<file path="src/rtl/ektr_pkg.sv">
// Package: shared types and constants for the encoder turbo key reporter.
package ektr_pkg;

    // Action codes
    localparam logic ACTION_POLL   = 1'b0;
    localparam logic ACTION_REPORT = 1'b1;

    // Mode codes; code 3 is never entered but is handled like normal
    localparam logic [1:0] MODE_NORMAL = 2'd0;
    localparam logic [1:0] MODE_TOGGLE = 2'd1;
    localparam logic [1:0] MODE_FIRE   = 2'd2;

    localparam logic [7:0]  DEBOUNCE_RESET = 8'd10;
    localparam logic [14:0] PLAIN_MASK     = 15'h07FF;
    localparam logic [14:0] ARROW_MASK     = 15'h7800;
    localparam logic [15:0] DELAY_MAX      = 16'hFFFF;

    typedef struct packed {
        logic        action;
        logic [15:0] encoder_count;
        logic        knob_pressed;
        logic [14:0] key_levels;
        logic [31:0] now_ms;
    } item_t;

    typedef struct packed {
        logic [14:0] report;
        logic [15:0] delay_value;
        logic [1:0]  mode_value;
        logic        redraw;
    } result_t;

endpackage

</file>
<file path="src/rtl/ektr_core.sv">
// Core: persistent encoder, mode and timing state plus per-beat result logic.
module ektr_core
    import ektr_pkg::*;
(
    input  logic        clk,
    input  logic        rst_n,
    input  logic        advance,
    input  logic [7:0]  debounce_polls,
    input  item_t       item,
    output result_t     result
);

    logic [15:0] previous_count_reg, previous_count_next;
    logic [15:0] delay_ms_reg, delay_ms_next;
    logic [7:0]  release_count_reg, release_count_next;
    logic [1:0]  mode_reg, mode_next;
    logic [31:0] last_fire_time_reg, last_fire_time_next;
    logic [31:0] last_toggle_time_reg, last_toggle_time_next;
    logic        toggle_phase_reg, toggle_phase_next;

    logic [15:0] change;
    logic [17:0] sum;
    logic [31:0] fire_elapsed;
    logic [14:0] arrows;

    // Compute next state and the result for the beat in the input register
    always_comb
    begin
        previous_count_next   = previous_count_reg;
        delay_ms_next         = delay_ms_reg;
        release_count_next    = release_count_reg;
        mode_next             = mode_reg;
        last_fire_time_next   = last_fire_time_reg;
        last_toggle_time_next = last_toggle_time_reg;
        toggle_phase_next     = toggle_phase_reg;
        result                = '0;

        change       = item.encoder_count - previous_count_reg;
        sum          = {2'b00, delay_ms_reg} + {{2{change[15]}}, change};
        fire_elapsed = item.now_ms - last_fire_time_reg;
        arrows       = item.key_levels & ARROW_MASK;

        unique case (item.action)
            ACTION_POLL:
            begin
                previous_count_next = item.encoder_count;
                // Clamp at zero, saturate at the top
                if (sum[17])
                    delay_ms_next = '0;
                else if (sum[16])
                    delay_ms_next = DELAY_MAX;
                else
                    delay_ms_next = sum[15:0];
                result.redraw = (delay_ms_next != delay_ms_reg);

                // Debounced knob press steps the mode
                if (item.knob_pressed)
                begin
                    if (release_count_reg >= debounce_polls)
                    begin
                        release_count_next = '0;
                        mode_next = (mode_reg <= MODE_TOGGLE) ? mode_reg + 2'd1 : MODE_NORMAL;
                        result.redraw = 1'b1;
                    end
                end
                else if (release_count_reg < debounce_polls)
                begin
                    release_count_next = release_count_reg + 8'd1;
                end
            end
            ACTION_REPORT:
            begin
                result.report = item.key_levels & PLAIN_MASK;
                priority if (mode_reg == MODE_TOGGLE)
                begin
                    if (item.now_ms != last_toggle_time_reg)
                    begin
                        toggle_phase_next     = !toggle_phase_reg;
                        last_toggle_time_next = item.now_ms;
                    end
                    if (!toggle_phase_next)
                        result.report = result.report | arrows;
                end
                else if (mode_reg == MODE_FIRE)
                begin
                    if (fire_elapsed >= {16'd0, delay_ms_reg})
                    begin
                        last_fire_time_next = item.now_ms;
                        result.report = result.report | arrows;
                    end
                end
                else
                begin
                    mode_next     = MODE_NORMAL;
                    result.report = result.report | arrows;
                end
            end
            default:
            begin
                result = '0;
            end
        endcase

        result.delay_value = delay_ms_next;
        result.mode_value  = mode_next;
    end

    // Commit state when the beat moves to the output register
    always_ff @(posedge clk or negedge rst_n)
    begin
        if (!rst_n)
        begin
            previous_count_reg   <= '0;
            delay_ms_reg         <= '0;
            release_count_reg    <= '0;
            mode_reg             <= MODE_NORMAL;
            last_fire_time_reg   <= '0;
            last_toggle_time_reg <= '0;
            toggle_phase_reg     <= 1'b0;
        end
        else if (advance)
        begin
            previous_count_reg   <= previous_count_next;
            delay_ms_reg         <= delay_ms_next;
            release_count_reg    <= release_count_next;
            mode_reg             <= mode_next;
            last_fire_time_reg   <= last_fire_time_next;
            last_toggle_time_reg <= last_toggle_time_next;
            toggle_phase_reg     <= toggle_phase_next;
        end
    end

endmodule

</file>
<file path="src/rtl/encoder_turbo_key_reporter.sv">
// Top level: input register, core logic, output register, debounce setting.
// A beat in the input register goes via the core logic to the output register.
// Throughput: one beat per cycle without result_stall; each register holds
// one beat, so input is taken while a result waits behind result_stall.
// Reset (rst_n low, asynchronous): all state zero, mode normal, both
// registers empty, debounce setting back to 10.
module encoder_turbo_key_reporter
    import ektr_pkg::*;
(
    input  logic       clk,
    input  logic       rst_n,
    input  logic       cfg_wr_en,
    input  logic [7:0] cfg_wr_data,
    input  logic       item_valid,
    output logic       item_stall,
    input  item_t      item,
    output logic       result_valid,
    input  logic       result_stall,
    output result_t    result
);

    logic       in_valid_reg;
    item_t      in_item_reg;
    logic       out_valid_reg;
    result_t    out_result_reg;
    logic [7:0] debounce_reg;
    logic       advance;
    logic       in_take;
    result_t    core_result;

    // Move a beat forward when the output register is free or draining
    assign advance    = in_valid_reg && (!out_valid_reg || !result_stall);
    assign item_stall = in_valid_reg && !advance;
    assign in_take    = item_valid && !item_stall;

    ektr_core u_core (
        .clk            (clk),
        .rst_n          (rst_n),
        .advance        (advance),
        .debounce_polls (debounce_reg),
        .item           (in_item_reg),
        .result         (core_result)
    );

    // Hold the debounce setting
    always_ff @(posedge clk or negedge rst_n)
    begin
        if (!rst_n)
            debounce_reg <= DEBOUNCE_RESET;
        else if (cfg_wr_en)
            debounce_reg <= cfg_wr_data;
    end

    // Input register
    always_ff @(posedge clk or negedge rst_n)
    begin
        if (!rst_n)
            in_valid_reg <= 1'b0;
        else if (in_take)
            in_valid_reg <= 1'b1;
        else if (advance)
            in_valid_reg <= 1'b0;
    end

    always_ff @(posedge clk)
    begin
        if (in_take)
            in_item_reg <= item;
    end

    // Output register
    always_ff @(posedge clk or negedge rst_n)
    begin
        if (!rst_n)
            out_valid_reg <= 1'b0;
        else if (advance)
            out_valid_reg <= 1'b1;
        else if (!result_stall)
            out_valid_reg <= 1'b0;
    end

    always_ff @(posedge clk)
    begin
        if (advance)
            out_result_reg <= core_result;
    end

    assign result_valid = out_valid_reg;
    assign result       = out_result_reg;

endmodule
</file>
<file path="config.mk">
export PLATFORM = sky130hd
export DESIGN_NAME = encoder_turbo_key_reporter
export DESIGN_NICKNAME = d
export VERILOG_FILES = /design/src/rtl/ektr_pkg.sv /design/src/rtl/ektr_core.sv /design/src/rtl/encoder_turbo_key_reporter.sv
export SDC_FILE = /design/constraint.sdc
export NUM_CORES = 1
export LEC_CHECK = 0
export BUFFER_PORTS_ARGS = -buffer_cell sky130_fd_sc_hd__buf_2
export CAP_MARGIN = 20
export CORE_MARGIN = 5
export CORE_UTILIZATION = 30
export CTS_BUF_LIST = sky130_fd_sc_hd__clkbuf_16
export CTS_CLUSTER_DIAMETER = 80
export DETAILED_ROUTE_END_ITERATION = 10
export HOLD_SLACK_MARGIN = 0.08
export SYNTH_ARGS = -nofsm -noshare
export SYNTH_HDL_FRONTEND = slang
export SYNTH_HIERARCHICAL = 1
export SYNTH_SLANG_ARGS = --single-unit
</file>
<file path="constraint.sdc">
create_clock -name clk -period 8.3 [get_ports clk]
set_input_delay 1.245 -clock clk [delete_from_list [all_inputs] [get_ports clk]]
set_output_delay 1.245 -clock clk [all_outputs]
set_load 0.02 [all_outputs]
</file>
# Word-level counts from Yosys, hierarchy flattened
# Cells that the tools add are included.
[op_classes]
mux = 26
reduce_logical = 16
n_addsub = 5
n_bitwise = 3
n_mul = 0
div_mod_pow = 0
shifts = 0
eq_ne = 6
magnitude_cmp = 4
[op_table]
columns = ["cell", "n"]
rows = [
  ["$mux W16", 4],
  ["$mux W15", 4],
  ["$ge A32 B16 Y1", 1],
  ["$ne A32 B32 Y1", 1],
  ["$sub A32 B32 Y32", 1],
  ["$mux W8", 3],
  ["$add A17 B16 Y18", 1],
  ["$ne A16 B16 Y1", 1],
  ["$sub A16 B16 Y16", 1],
  ["$or A11 B15 Y15", 1],
  ["$mux W2", 5],
  ["$mux W1", 9],
  ["$add A8 B1 Y8 const B", 1],
  ["$ge A8 B8 Y1", 1],
  ["$lt A8 B8 Y1", 1],
  ["$reduce_and A4 Y1", 2],
  ["$logic_not A1 Y1", 5],
  ["$reduce_and A5 Y1", 1],
  ["$ne A2 B1 Y1 const B", 2],
  ["$pmux W2 S2", 1],
  ["$reduce_bool A2 Y1", 2],
  ["$logic_and A1 B1 Y1", 3],
  ["$reduce_and A3 Y1", 1],
  ["$add A2 B1 Y2 const B", 1],
  ["other kinds (6)", 7],
]
[word_totals]
out_inout_bits = 36
latch_bits = 0
ramBits = 0
ff_bits = 216
memories = 0
rom_bits = 0

# Logic depth before layout (Yosys ltp)
[depth]
depth_word = 8
ltp_mapped = 26
depth_no_buf = 25

# Hierarchy
# Netlist, hierarchy kept.
[by_module_without_submodules]
columns = ["mod", "area_per_inst_um2", "cells_per_inst", "seq_area_each_um2", "instances"]
rows = [
  ["ektr_core", 9430.3, 1074, 2677.6, 1],
  ["encoder_turbo_key_reporter", 3393.3, 124, 3225.6, 1],
]

# Least setup slack after synthesis
# OpenSTA, ideal clock, no wires.
[synth_path]
path_kind = "input -> register"
from = "input result_stall"
to = "register u_core.last_toggle_time_reg[22]"
path_buffers = 1
setup_slack_ps = 2615
stages = 5
t_required_ps = 8175
setup_ps = 125
t_arrival_ps = 5560
cell_sequence = "a21boi_0 nand2_1 nor3_1 clkbuf_1 mux2_2"
[synth_via]
elab_chain_cells = 4
[synth_rtl]
columns = ["item", "line", "text"]
rows = [
  ["from (decl)", "encoder_turbo_key_reporter.sv:18", "input logic result_stall,"],
  ["$logic_not A1 Y1", "--", ""],
  ["$logic_or A1 B1 Y1", "encoder_turbo_key_reporter.sv:32", "assign advance = in_valid_reg && (!out_valid_reg || !result_stall);"],
  ["$logic_and A1 B1 Y1", "encoder_turbo_key_reporter.sv:32", ""],
  ["$reduce_and A4 Y1 (no source line)", "--", ""],
  ["to (signal assigned)", "ektr_core.sv:128", "last_toggle_time_reg <= last_toggle_time_next;"],
  ["to (decl)", "ektr_core.sv:18", "logic [31:0] last_toggle_time_reg, last_toggle_time_next;"],
]
# No other way between the ends.
# A chain may end at the register's enable or synchronous reset.

# Worst setup path in the final report
[layout_path]
from = "register in_item_reg[48] (netlist bit)"
to = "register out_result_reg (netlist bit result[0]) (data pin)"
[layout_via]
elab_chain_cells = 8
[layout_rtl]
columns = ["item", "line", "text"]
rows = [
  ["from (decl)", "encoder_turbo_key_reporter.sv:23", "item_t in_item_reg;"],
  ["from (signal assigned)", "encoder_turbo_key_reporter.sv:68", "in_item_reg <= item;"],
  ["$sub A16 B16 Y16 *", "ektr_core.sv:38", "change = item.encoder_count - previous_count_reg;"],
  ["$add A17 B16 Y18 *", "ektr_core.sv:39", "sum = {2'b00, delay_ms_reg} + {{2{change[15]}}, change};"],
  ["$mux W16", "ektr_core.sv:50", "else if (sum[16])"],
  ["$mux W16 *", "ektr_core.sv:48", "if (sum[17])"],
  ["$mux W16 *", "ektr_core.sv:43", "unique case (item.action)"],
  ["$ne A16 B16 Y1 *", "ektr_core.sv:54", "result.redraw = (delay_ms_next != delay_ms_reg);"],
  ["$mux W1", "ektr_core.sv:59", "if (release_count_reg >= debounce_polls)"],
  ["$mux W1 *", "ektr_core.sv:57", "if (item.knob_pressed)"],
  ["to (signal assigned)", "encoder_turbo_key_reporter.sv:85", "out_result_reg <= core_result;"],
  ["to (decl)", "encoder_turbo_key_reporter.sv:25", "result_t out_result_reg;"],
]
# Mark *: on every way between the ends. The rest lies on a longest branch, timed or not. The select of a mux whose other input is x is not followed.

==> reports/metrics.cfg <==
[run_status]
status = complete, no violations

[pwr]
combPwrFrac = 0.516
clkPwrFrac = 0.201
cellPowerDensity_nw_per_um2 = 394
vdd_ir_drop_max_mv = 0.148
switching_share = 0.414
internal-power_w = 0.00345
p_switching_w = 0.00243
leakagePower_nw = 6.48
seqPwrFrac = 0.284

[timing]
fin_crit_sh = 0.712
drv_slew = 0
setup_tns_ps = 0
hold_viol_final = 0
finClkSkew_ps = 32.3
rsz0062_at_grt = false
min_period_ps = 5910
maxSlewHeadroom = 0.372
tightestPinTransition_ps = 942
max_freq_ghz = 0.169
finalSetupViolCount = 0
hold_slack_ps = 481
fin_ws_ps = 2390

[logic_synthesis]
netlist_area_um2 = 12800
yosys_warnings = 6
synth-edff-count = 99
syn-num-nets = 1368
postSynth.asyncResetShare = 0.542
netlist_instances = 1198
avgSynthCellArea_um2 = 10.7
synth_flop_cell = dfrtp_1
synth_cell_types = 79
synth-seq-area-share = 0.460
synth-seq-cells = 216

[floorplan]
die_area_um2 = 47000
boundaryPins = 114
die_x_um = 217
start_util = 0.304
std_cell_rows = 75
die_h_um = 217
core_um2 = 42100

[grt]
antenna_found_initial = 0
grt_pass1_wl_um = 50600
grt_max_degree = 67
overflow = 0
grt_pass1_vias = 9274
grt_usage = 0.132

[critical_path]
cp_cell_sequence = inv_1 -> ha_1 -> inv_1 -> fa_1 -> a21o_1 -> a21oi_1 -> o21bai_1 -> a21oi_1 -> o21bai_1 -> a21oi_1 -> o211ai_1 -> a31o_2 -> a21oi_1 -> xnor2_1 -> ha_1 -> nand2_1 -> nor3b_1 -> o2bb2ai_1 -> a211oi_4 -> xnor2_4 -> o21ai_0 -> o2bb2ai_1 -> a2111oi_0 -> a41oi_1
crit_top_cell = a21oi_1
cpMaxStageDelayCell = nor3b_1
critPathMaxFanout = 16
worstPathArrival_ps = 6190
cp-end-kind = flop
cp-start-kind = flop
cpLargestDelayFamily = compound AO/OA/AOI/OAI gates
crit_required_ps = 8580
max_stage_delay_ps = 500
worst-setup-path-type = flop to flop
crit_buf_inv = 2

[clock_network]
ctsHoldBuffers = 0
numClockSinks = 216
cts-htree-levels = 1
clkTransAtPathRegs_ps = 60
ctsResizeCount = 0
post-cts-setup-buffers = 0
numCtsBuffers = 27
clk_latency_ps = 560
cts_tree = yes
root_buffer = clkbuf_16
max-clock-path-buffers = 3

[final_layout]
layout.nets = 1489
largest_reg_flops = 65
drive_above_1_share = 0.196
syn2layout_area_growth_pct = 16.4
antenna_cells = 0

[job]
drv_cap = 0

[placed_design]
gp_congestion = 0.865
dp_hpwl_um = 23400
preCtsSetupSlack_ps = 2400
portBuffers = 113

[detailed_routing]
num_vias = 9200
drt_iter0_markers = 455
wl_per_cell_um = 16.6
ant_nets = 0
routed_via_density = 4.90
drc = 0
wirelength_um = 31300
dr.pass1.iters = 5

[worst_hold_path]
worstHoldPathType = flop to flop

## cells by family (layout without fill, tap and decap cells)
| logic type | Yosys count | in the layout | synth area share |
|---|---|---|---|
| AOI/OAI and AO/OA | 312 | 312 | 0.158 |
| xor gates and xnor gates | 98 | 98 | 0.0684 |
| adders and majority gates | 92 | 92 | 0.0915 |
| buffers and inverters | 127 | 269 | 0.0403 |
| DFF | 216 | 216 | 0.460 |
| muxes | 78 | 78 | 0.0792 |
| and+or+nand+nor | 275 | 275 | 0.103 |
## final cells by class
cell class,instances,area [um^2]
Tap cell,539,674
Multi-Input combinational cell,855,6430
Sequential cell,216,5900
Timing Repair Buffer,123,663
Clock inverter,23,224
Inverter,96,360
Fill cell,4171,27200
Clock buffer,27,676
## per-stage QoR
step                std cells   util  total power [W]  area [um^2]
detailed placement       1828  0.333          0.00469        14000
floorplan                1198      -          0.00395        12800
finish                   1879  0.354          0.00588        14900
global route             1879  0.354          0.00638        14900
CTS                      1878  0.354          0.00593        14900
global placement         1827  0.332          0.00464        14000
## metal layers
layer	vias to the layer above	share of wire	wire, um	track usage
met1	4426	0.47	14600	0.179
met3	35	0.036	1130	0.0227
met4	0	0.020	641	0.0286
met2	159	0.48	14900	0.224
met5	-	0	0	0
li1	4580	-	-	-
## cells in the mapped netlist, drive strengths merged, types with 6 or more instances
cell type | number | area (um^2)
o21ai | 102 | 510
o21bai | 9 | 67.6
edfxtp | 99 | 2970
a21o | 32 | 240
nor2b | 7 | 43.8
clkbuf | 24 | 91.3
xor2 | 52 | 455
nand2 | 94 | 353
dfrtp | 115 | 2880
nor3 | 10 | 50.1
a2111oi | 6 | 58.8
nor4 | 14 | 87.6
and3 | 14 | 87.6
mux2 | 74 | 976
a211oi | 14 | 118
inv | 96 | 360
nor2 | 61 | 229
nand3 | 21 | 105
ha | 89 | 1110
nand4 | 13 | 87.6
xnor2 | 46 | 422
o211ai | 11 | 96.3
o21a | 7 | 52.6
a21oi | 77 | 393
and2 | 17 | 106
nand2b | 10 | 62.6
buf | 7 | 65.1
## path summary, 6_finish.rpt
path                                  from                       endpoint  slack (ps)  cells after the start
setup / recovery           in_item_reg[48]                      result[0]        2390                     24
hold / removal                in_valid_reg                   result_valid         480                      1
setup reg to reg           in_item_reg[48]                      result[0]        2390                     24
hold reg to reg               in_valid_reg                   result_valid         480                      1
max in group asynchronous            rst_n  u_core/last_fire_time_reg[19]        6150                      2
min in group asynchronous            rst_n   u_core/previous_count_reg[4]         730                      1
## power groups by stage
stage	registers (W)	logic [W]	clock network [W]
3_5_place_dp	0.00169	0.00301	0
5_1_grt	0.00171	0.00340	0.00127
3_3_place_gp	0.00168	0.00296	0
6_report	0.00167	0.00303	0.00118
2_1_floorplan	0.00166	0.00229	0
4_1_cts	0.00167	0.00303	0.00123
## cells in the final DEF (no fill, tap or decap), types with 16 or more instances in the layout
cell type  instances
a21oi_1           75
o21ai_0           99
mux2_4            38
inv_1             97
edfxtp_1          99
a21o_1            32
xor2_1            52
buf_2            112
nand2_1           94
mux2_2            36
nor2_1            61
ha_1              89
xnor2_1           45
dfrtp_1          115
nand3_1           21
clkbuf_16         27
and2_1            16
No activity file was read; power rests on OpenSTA's default activity.
